$ cat src/sv/lss_pkg.sv
// lss_pkg: shared types and constants for the lifo stack with search
// no dependencies

package lss_pkg;

   // default number of stack entries
   localparam int unsigned DEPTH_DEF = 128;
   localparam int unsigned WORD_W    = 32;
   localparam int unsigned COUNT_W   = 8;

   // request operation codes
   typedef enum logic [1:0] {
      OP_PUSH   = 2'd0,
      OP_POP    = 2'd1,
      OP_TOP    = 2'd2,
      OP_SEARCH = 2'd3
   } op_type;

   // result status codes
   typedef enum logic [1:0] {
      ST_OK        = 2'd0,
      ST_OVERFLOW  = 2'd1,
      ST_UNDERFLOW = 2'd2
   } status_type;

   // sequencer states
   typedef enum logic [1:0] {
      S_IDLE,
      S_POPRD,
      S_SRCH
   } state_type;

   // finished result handed from sequencer to the output stage
   typedef struct packed {
      logic                      done;
      logic signed [WORD_W-1:0]  top_value;
      logic                      found;
      logic [COUNT_W-1:0]        held_count;
      logic                      empty;
      status_type                status;
   } result_type;

endpackage

$ cat src/sv/lss_ram.sv
// lss_ram: generic single write port, single read port ram with registered read
// no dependencies

module lss_ram #(
   parameter int unsigned WIDTH = 32,
   parameter int unsigned DEPTH = 128
) (
   input  logic                     clock,
   input  logic                     wr_en,
   input  logic [$clog2(DEPTH)-1:0] wr_addr,
   input  logic [WIDTH-1:0]         wr_data,
   input  logic                     rd_en,
   input  logic [$clog2(DEPTH)-1:0] rd_addr,
   output logic [WIDTH-1:0]         rd_data
);

   logic [WIDTH-1:0] mem_ff [DEPTH];
   logic [WIDTH-1:0] rd_data_ff;

   // write port
   always_ff @(posedge clock) begin
      if (wr_en) begin
         mem_ff[wr_addr] <= wr_data;
      end
   end

   // registered read port
   always_ff @(posedge clock) begin
      if (rd_en) begin
         rd_data_ff <= mem_ff[rd_addr];
      end
   end

   assign rd_data = rd_data_ff;

endmodule

$ cat src/sv/lss_seq.sv
// lss_seq: request sequencer, fill count, top register and search walk
// depends on lss_pkg; drives the ports of one lss_ram

module lss_seq #(
   parameter int unsigned DEPTH = lss_pkg::DEPTH_DEF
) (
   input  logic                                clock,
   input  logic                                reset,
   input  logic                                start,
   input  logic [1:0]                          req_operation,
   input  logic signed [lss_pkg::WORD_W-1:0]   req_value,
   output logic                                busy,
   output logic                                ram_we,
   output logic [$clog2(DEPTH)-1:0]            ram_waddr,
   output logic [lss_pkg::WORD_W-1:0]          ram_wdata,
   output logic                                ram_re,
   output logic [$clog2(DEPTH)-1:0]            ram_raddr,
   input  logic [lss_pkg::WORD_W-1:0]          ram_rdata,
   output lss_pkg::result_type                 result
);

   localparam int unsigned AW = $clog2(DEPTH);
   localparam int unsigned CW = $clog2(DEPTH + 1);

   lss_pkg::state_type                 state_ff, state_in;
   logic [CW-1:0]                      count_ff, count_in;
   logic [CW-1:0]                      idx_ff, idx_in;
   logic                               last_ff, last_in;
   logic signed [lss_pkg::WORD_W-1:0]  top_ff, top_in;
   logic [lss_pkg::WORD_W-1:0]         key_ff, key_in;
   logic                               full, empty_now, hit;
   lss_pkg::op_type                    op;

   assign op        = lss_pkg::op_type'(req_operation);
   assign full      = (count_ff == CW'(DEPTH));
   assign empty_now = (count_ff == '0);
   // shared compare unit, one stored entry per cycle
   assign hit       = (ram_rdata == key_ff);

   // control and state registers
   always_ff @(posedge clock) begin
      if (reset) begin
         state_ff <= lss_pkg::S_IDLE;
         count_ff <= '0;
         top_ff   <= '0;
         idx_ff   <= '0;
         last_ff  <= 1'b0;
      end else begin
         state_ff <= state_in;
         count_ff <= count_in;
         top_ff   <= top_in;
         idx_ff   <= idx_in;
         last_ff  <= last_in;
      end
   end

   // search key, payload only
   always_ff @(posedge clock) begin
      key_ff <= key_in;
   end

   // next state and outputs
   always_comb begin
      state_in      = state_ff;
      count_in      = count_ff;
      top_in        = top_ff;
      idx_in        = idx_ff;
      last_in       = last_ff;
      key_in        = key_ff;
      ram_we        = 1'b0;
      ram_waddr     = count_ff[AW-1:0];
      ram_wdata     = req_value;
      ram_re        = 1'b0;
      ram_raddr     = '0;
      result.done   = 1'b0;
      result.found  = 1'b0;
      result.status = lss_pkg::ST_OK;

      unique case (state_ff)
         lss_pkg::S_IDLE: begin
            if (start) begin
               unique case (op)
                  lss_pkg::OP_PUSH: begin
                     result.done = 1'b1;
                     if (full) begin
                        result.status = lss_pkg::ST_OVERFLOW;
                     end else begin
                        ram_we   = 1'b1;
                        count_in = count_ff + CW'(1);
                        top_in   = req_value;
                     end
                  end
                  lss_pkg::OP_POP: begin
                     if (empty_now) begin
                        result.done   = 1'b1;
                        result.status = lss_pkg::ST_UNDERFLOW;
                     end else begin
                        count_in = count_ff - CW'(1);
                        if (count_ff == CW'(1)) begin
                           top_in      = '0;
                           result.done = 1'b1;
                        end else begin
                           // fetch the entry below the old top
                           ram_re    = 1'b1;
                           ram_raddr = AW'(count_ff - CW'(2));
                           state_in  = lss_pkg::S_POPRD;
                        end
                     end
                  end
                  lss_pkg::OP_TOP: begin
                     result.done = 1'b1;
                     if (empty_now) begin
                        result.status = lss_pkg::ST_UNDERFLOW;
                     end
                  end
                  lss_pkg::OP_SEARCH: begin
                     if (empty_now) begin
                        result.done = 1'b1;
                     end else begin
                        // start the walk at the bottom entry
                        ram_re    = 1'b1;
                        ram_raddr = '0;
                        key_in    = req_value;
                        idx_in    = CW'(1);
                        last_in   = (count_ff == CW'(1));
                        state_in  = lss_pkg::S_SRCH;
                     end
                  end
                  default: ;
               endcase
            end
         end
         lss_pkg::S_POPRD: begin
            top_in      = ram_rdata;
            result.done = 1'b1;
            state_in    = lss_pkg::S_IDLE;
         end
         lss_pkg::S_SRCH: begin
            if (hit) begin
               result.done  = 1'b1;
               result.found = 1'b1;
               state_in     = lss_pkg::S_IDLE;
            end else if (last_ff) begin
               result.done = 1'b1;
               state_in    = lss_pkg::S_IDLE;
            end else begin
               // issue the next entry up while this one is compared
               ram_re    = 1'b1;
               ram_raddr = idx_ff[AW-1:0];
               idx_in    = idx_ff + CW'(1);
               last_in   = (idx_ff == count_ff - CW'(1));
            end
         end
         default: state_in = lss_pkg::S_IDLE;
      endcase

      result.top_value  = top_in;
      result.held_count = lss_pkg::COUNT_W'(count_in);
      result.empty      = (count_in == '0);
   end

   assign busy = (state_ff != lss_pkg::S_IDLE);

endmodule

$ cat src/sv/lifo_stack_with_search_top.sv
// lifo_stack_with_search_top: lifo stack of signed words with a value search
// depends on lss_pkg, lss_ram and lss_seq
//
// A request is taken when start is high and busy is low; its result shows on the rsp_ ports
// for exactly one cycle, marked by rsp_strobe, in the cycle after the request finishes, and
// the receiver cannot hold it off. Push, read top, a pop that empties the stack, any
// refused request (push when full, pop or read top when empty), and a search of an empty
// stack finish in the cycle that they are taken; a pop that leaves the stack non-empty
// goes through S_POPRD for the registered read of the new top entry; a search compares one
// held entry per cycle through the single ram read port, bottom up, and ends at the first
// match or after the last held entry. busy is high until the request finishes, and a new
// request may be taken in the same cycle that the previous result is shown. The entry store
// has no clearing pass and is usable right after reset.

module lifo_stack_with_search_top #(
   parameter int unsigned DEPTH = lss_pkg::DEPTH_DEF
) (
   input  logic                               clock,
   input  logic                               reset,
   input  logic                               start,
   output logic                               busy,
   input  logic [1:0]                         req_operation,
   input  logic signed [lss_pkg::WORD_W-1:0]  req_value,
   output logic                               rsp_strobe,
   output logic signed [lss_pkg::WORD_W-1:0]  rsp_top_value,
   output logic                               rsp_found,
   output logic [lss_pkg::COUNT_W-1:0]        rsp_held_count,
   output logic                               rsp_empty_res,
   output logic [1:0]                         rsp_status
);

   localparam int unsigned AW = $clog2(DEPTH);

   logic                         ram_we, ram_re;
   logic [AW-1:0]                ram_waddr, ram_raddr;
   logic [lss_pkg::WORD_W-1:0]   ram_wdata, ram_rdata;
   lss_pkg::result_type          result;
   logic                         rsp_strobe_ff;
   lss_pkg::result_type          rsp_ff;

   // request sequencer
   lss_seq #(
      .DEPTH (DEPTH)
   ) u_seq (
      .clock         (clock),
      .reset         (reset),
      .start         (start),
      .req_operation (req_operation),
      .req_value     (req_value),
      .busy          (busy),
      .ram_we        (ram_we),
      .ram_waddr     (ram_waddr),
      .ram_wdata     (ram_wdata),
      .ram_re        (ram_re),
      .ram_raddr     (ram_raddr),
      .ram_rdata     (ram_rdata),
      .result        (result)
   );

   // entry store
   lss_ram #(
      .WIDTH (lss_pkg::WORD_W),
      .DEPTH (DEPTH)
   ) u_ram (
      .clock   (clock),
      .wr_en   (ram_we),
      .wr_addr (ram_waddr),
      .wr_data (ram_wdata),
      .rd_en   (ram_re),
      .rd_addr (ram_raddr),
      .rd_data (ram_rdata)
   );

   // result strobe
   always_ff @(posedge clock) begin
      if (reset) begin
         rsp_strobe_ff <= 1'b0;
      end else begin
         rsp_strobe_ff <= result.done;
      end
   end

   // result register
   always_ff @(posedge clock) begin
      if (result.done) begin
         rsp_ff <= result;
      end
   end

   assign rsp_strobe     = rsp_strobe_ff;
   assign rsp_top_value  = rsp_ff.top_value;
   assign rsp_found      = rsp_ff.found;
   assign rsp_held_count = rsp_ff.held_count;
   assign rsp_empty_res  = rsp_ff.empty;
   assign rsp_status     = rsp_ff.status;

endmodule

$ cat config.mk
export PLATFORM = sky130hd
export DESIGN_NAME = lifo_stack_with_search_top
export DESIGN_NICKNAME = d
export VERILOG_FILES = /design/src/sv/lss_pkg.sv /design/src/sv/lss_ram.sv /design/src/sv/lss_seq.sv /design/src/sv/lifo_stack_with_search_top.sv
export SDC_FILE = /design/constraint.sdc
export NUM_CORES = 2
export LEC_CHECK = 0
export BUFFER_PORTS_ARGS = -buffer_cell sky130_fd_sc_hd__buf_2
export CORE_MARGIN = 10
export CORE_UTILIZATION = 42
export DETAILED_ROUTE_END_ITERATION = 6
export GPL_ROUTABILITY_DRIVEN = 0
export SYNTH_ARGS = -nofsm -noshare
export SYNTH_HDL_FRONTEND = slang
export SYNTH_HIERARCHICAL = 1
export SYNTH_SLANG_ARGS = --single-unit
$ cat constraint.sdc
create_clock -name clock -period 10.6 [get_ports clock]
set_input_delay 1.59 -clock clock [delete_from_list [all_inputs] [get_ports clock]]
set_output_delay 1.59 -clock clock [all_outputs]
set_load 0.05 [all_outputs]
==> metrics <==
ys flop type edfxtp_1; Layout Nets 6,970; CTS root buf clkbuf_16; Power Total 34.3 mW; cell count after synthesis 6,562; post-route setup slack 3.28 ns; Placement Setup Slack 2.62 ns; R2R setup slack 3.28 ns; register area share after synthesis 78.2%; drt initial violations 11,100; Worst Hold Class flop to flop; vias per cell 6.14; # setup viols final 0; Final Hold Vio Count 0; skew final 0.0625 ns; Syn Nets 6,611; pin count of the biggest net entering global routing 135; # IOs 83; RSZ-0062 raised after global routing no; num rows 228; Slew @ Worst Pin 1.32 ns; FF-to-FF Start u_seq/count_ff[0]$_SDFF_PP0_; die area 413,000 µm²; Initial Utilization 42.2%; antenna-violating nets left 0; final core utilization 47.8%; commonest non-fill, non-tap cell in the layout edfxtp_1; fin crit period 7.32 ns; Hold Crit Depth 2; Total GRT Usage 21.5%; Hold Buf Count CTS 0; most frequent cells in the layout 4,204 x edfxtp_1, 1,344 x mux4_2, 426 x clkbuf_16; Detailed Place HPWL 240,000 µm; placed cell area 171,000 µm²; Startpoint Class flop; max-slew violations 0; switching power 7.30 mW; total wire length 454,000 µm; share of power burned in registers 54.2%; core area 386,000 µm²; vias in the first global route 76,600; Chip Height 642 µm; internal power 27.0 mW; IO buf count 82; Net Sw Frac 21.3%; CTS buffer count 420; status finished, violations left; clock transition at the registers of the reported paths 0.06 ns; first-pass GRT wire length 625,000 µm; Bufs on Longest Clock Path 4; Worst Setup EP u_ram/rd_data[7]$_DFFE_PP_; final worst-path cycle share 69.0%; clock sinks 4,256; top-area cell type share of the netlist area 77.6%; max-cap viol count 0; Setup Fix Bufs, Post-CTS 0; Die Wd 642 µm; Crit Reg-Reg Endpoint u_ram/rd_data[7]$_DFFE_PP_; WL/cell 36.3 µm; crit-path max FO 44; Avg Inst Size Synth 24.8 µm²; gr ovfl total 0; Filler cells 30,700; failing checks design-rule violations; Worst-Skew Late Latency 0.99 ns; #FFs+latches synth 4,256; area leader, netlist edfxtp_1; CTS resizes 0; Logic pwr share 4.1%; max frequency 137 MHz; critical path class flop to flop; Mapped Area 163,000 µm²; H-tree depth 5; Crit. End Element flop; Netlist cell types 62; power share of the clock group 41.7%; synth warn 6; Post-synth EDFFs 4,204; VDD IR max 0.147 mV; R2R cell count 13; WP data arrival 8.02 ns; Layout area overhead 13.3%; synth top area cells edfxtp_1 78%, mux4_2 19%, dfxtp_1 0.64%; worst slew margin relative to its limit 11.9%; post-route setup TNS 0 ns; initial antenna violation count 61; via count 76,800; Detailed Routing Iterations Pass 1 7; power per cell area 186 nW/µm²; CTS tree built; FFs w/ async S/R, synth 0%; layout cells sized above 1 33.5%; post-route cell area 184,000 µm²; worst path required time 11.30 ns; leakage 54.6 nW; CP Launch Point u_seq/count_ff[0]$_SDFF_PP0_; Residual DRC 2
## metal layers
metal,wire [µm],global-route usage (%),up-vias
met2,213000,33.4,4354
li1,-,-,29200
met1,176000,30.3,42500
met5,147,0,-
met3,52400,5.94,645
met4,12600,5.67,22
## synthesized netlist by cell type (5+ instances only)
library cell and instances:
nor4_1 13, nand2_1 41, buf_2 81, a21oi_1 11, clkbuf_1 209, buf_1 52
nand3_1 21, o21ai_0 17, nand2b_1 10, nor2_1 178, mux2_2 32, nor3_1 17
mux4_2 1344, buf_6 6, dfxtp_1 52, a222oi_1 32, ha_1 12, inv_1 46
and3_1 6, o22ai_1 5, edfxtp_1 4204, xor2_1 38, nand4_1 13, xnor2_1 10
nor2b_1 12, buf_4 42
## registers in the layout, summed over array words and instances (netlist names)
| register | cells |
|---|---|
| u_ram/mem_ff | 4096 |
| rsp_top_value | 32 |
| u_ram/rd_data | 32 |
| u_seq/key_ff | 32 |
| u_seq/top_ff | 32 |
| rsp_held_count | 8 |
| u_seq/count_ff | 8 |
| u_seq/idx_ff | 8 |
| rsp_status | 2 |
| u_seq/state_ff | 2 |
| rsp_empty_res | 1 |
| rsp_found | 1 |
| rsp_strobe | 1 |
| u_seq/last_ff | 1 |
## cell type report
| type | instances | area [µm²] | area share, % |
|---|---|---|---|
| clock inverters | 254 | 2050 | 1.11 |
| well taps | 5175 | 6470 | 3.51 |
| multi-input cells | 1870 | 34600 | 18.8 |
| inverters | 46 | 173 | 0.0936 |
| clock buffers | 512 | 11000 | 5.99 |
| diodes | 51 | 128 | 0.0692 |
| repair buffers | 327 | 2690 | 1.46 |
| flip-flops and latches | 4256 | 127000 | 69.0 |
## cell families (layout without fill, tap and decap cells)
family | after synthesis | count (layout) | synth area share, %
flip-flops | 4256 | 4256 | 78.2
AO/OA/AOI/OAI | 98 | 98 | 0.468
AND/OR/NAND/NOR | 334 | 334 | 0.940
multiplexers | 1378 | 1378 | 18.8
adder cells (fa/ha/maj) | 12 | 12 | 0.0923
buffers and inverters | 436 | 1139 | 1.19
other | 0 | 51 | 0
XOR/XNOR | 48 | 48 | 0.258
## worst max-delay path, cell delays in order, from the launching register on
cell	delay [ns]
dfxtp_1	0.31
buf_4	0.42
inv_1	0.29
ha_1	0.34
or3b_1	0.22
o21ai_1	0.26
or3_1	0.76
o21ai_4	1.07
buf_12	0.45
buf_12	0.38
mux4_2	0.57
mux4_2	0.61
mux4_2	0.75
mux2_2	0.36
## through the flow
stage / std cells / hold WS (ns)
after floorplan: 6562 / 0.448
after global placement: 11700 / 0.480
after detailed placement: 11700 / 0.477
after CTS: 12400 / 0.485
after global routing: 12500 / 0.511
final: 12500 / 0.491
## how the worst min path moves through the flow
stage / startpoint / to / slack [ns]
final: u_seq/last_ff$_SDFFE_PP0P_ / u_seq/last_ff$_SDFFE_PP0P_ / 0.49
after global routing: u_seq/last_ff$_SDFFE_PP0P_ / u_seq/last_ff$_SDFFE_PP0P_ / 0.51
after CTS: u_seq/last_ff$_SDFFE_PP0P_ / u_seq/last_ff$_SDFFE_PP0P_ / 0.49
after detailed placement: u_seq/last_ff$_SDFFE_PP0P_ / u_seq/last_ff$_SDFFE_PP0P_ / 0.48
after global placement: u_seq/idx_ff[7]$_SDFFE_PP0P_ / u_seq/idx_ff[7]$_SDFFE_PP0P_ / 0.48
after floorplan: u_seq/last_ff$_SDFFE_PP0P_ / u_seq/last_ff$_SDFFE_PP0P_ / 0.45
## power by group through the flow
stage / Combinational [mW] / Clock (mW) / Sequential (mW)
2_1_floorplan: 0.683 / 0 / 19.0
6_report: 1.39 / 14.3 / 18.6
3_3_place_gp: 1.36 / 0 / 19.0
4_1_cts: 1.39 / 14.5 / 18.6
3_5_place_dp: 1.38 / 0 / 19.0
5_1_grt: 1.44 / 15.2 / 18.6
Note: power is estimated with default switching activity, not from simulation.
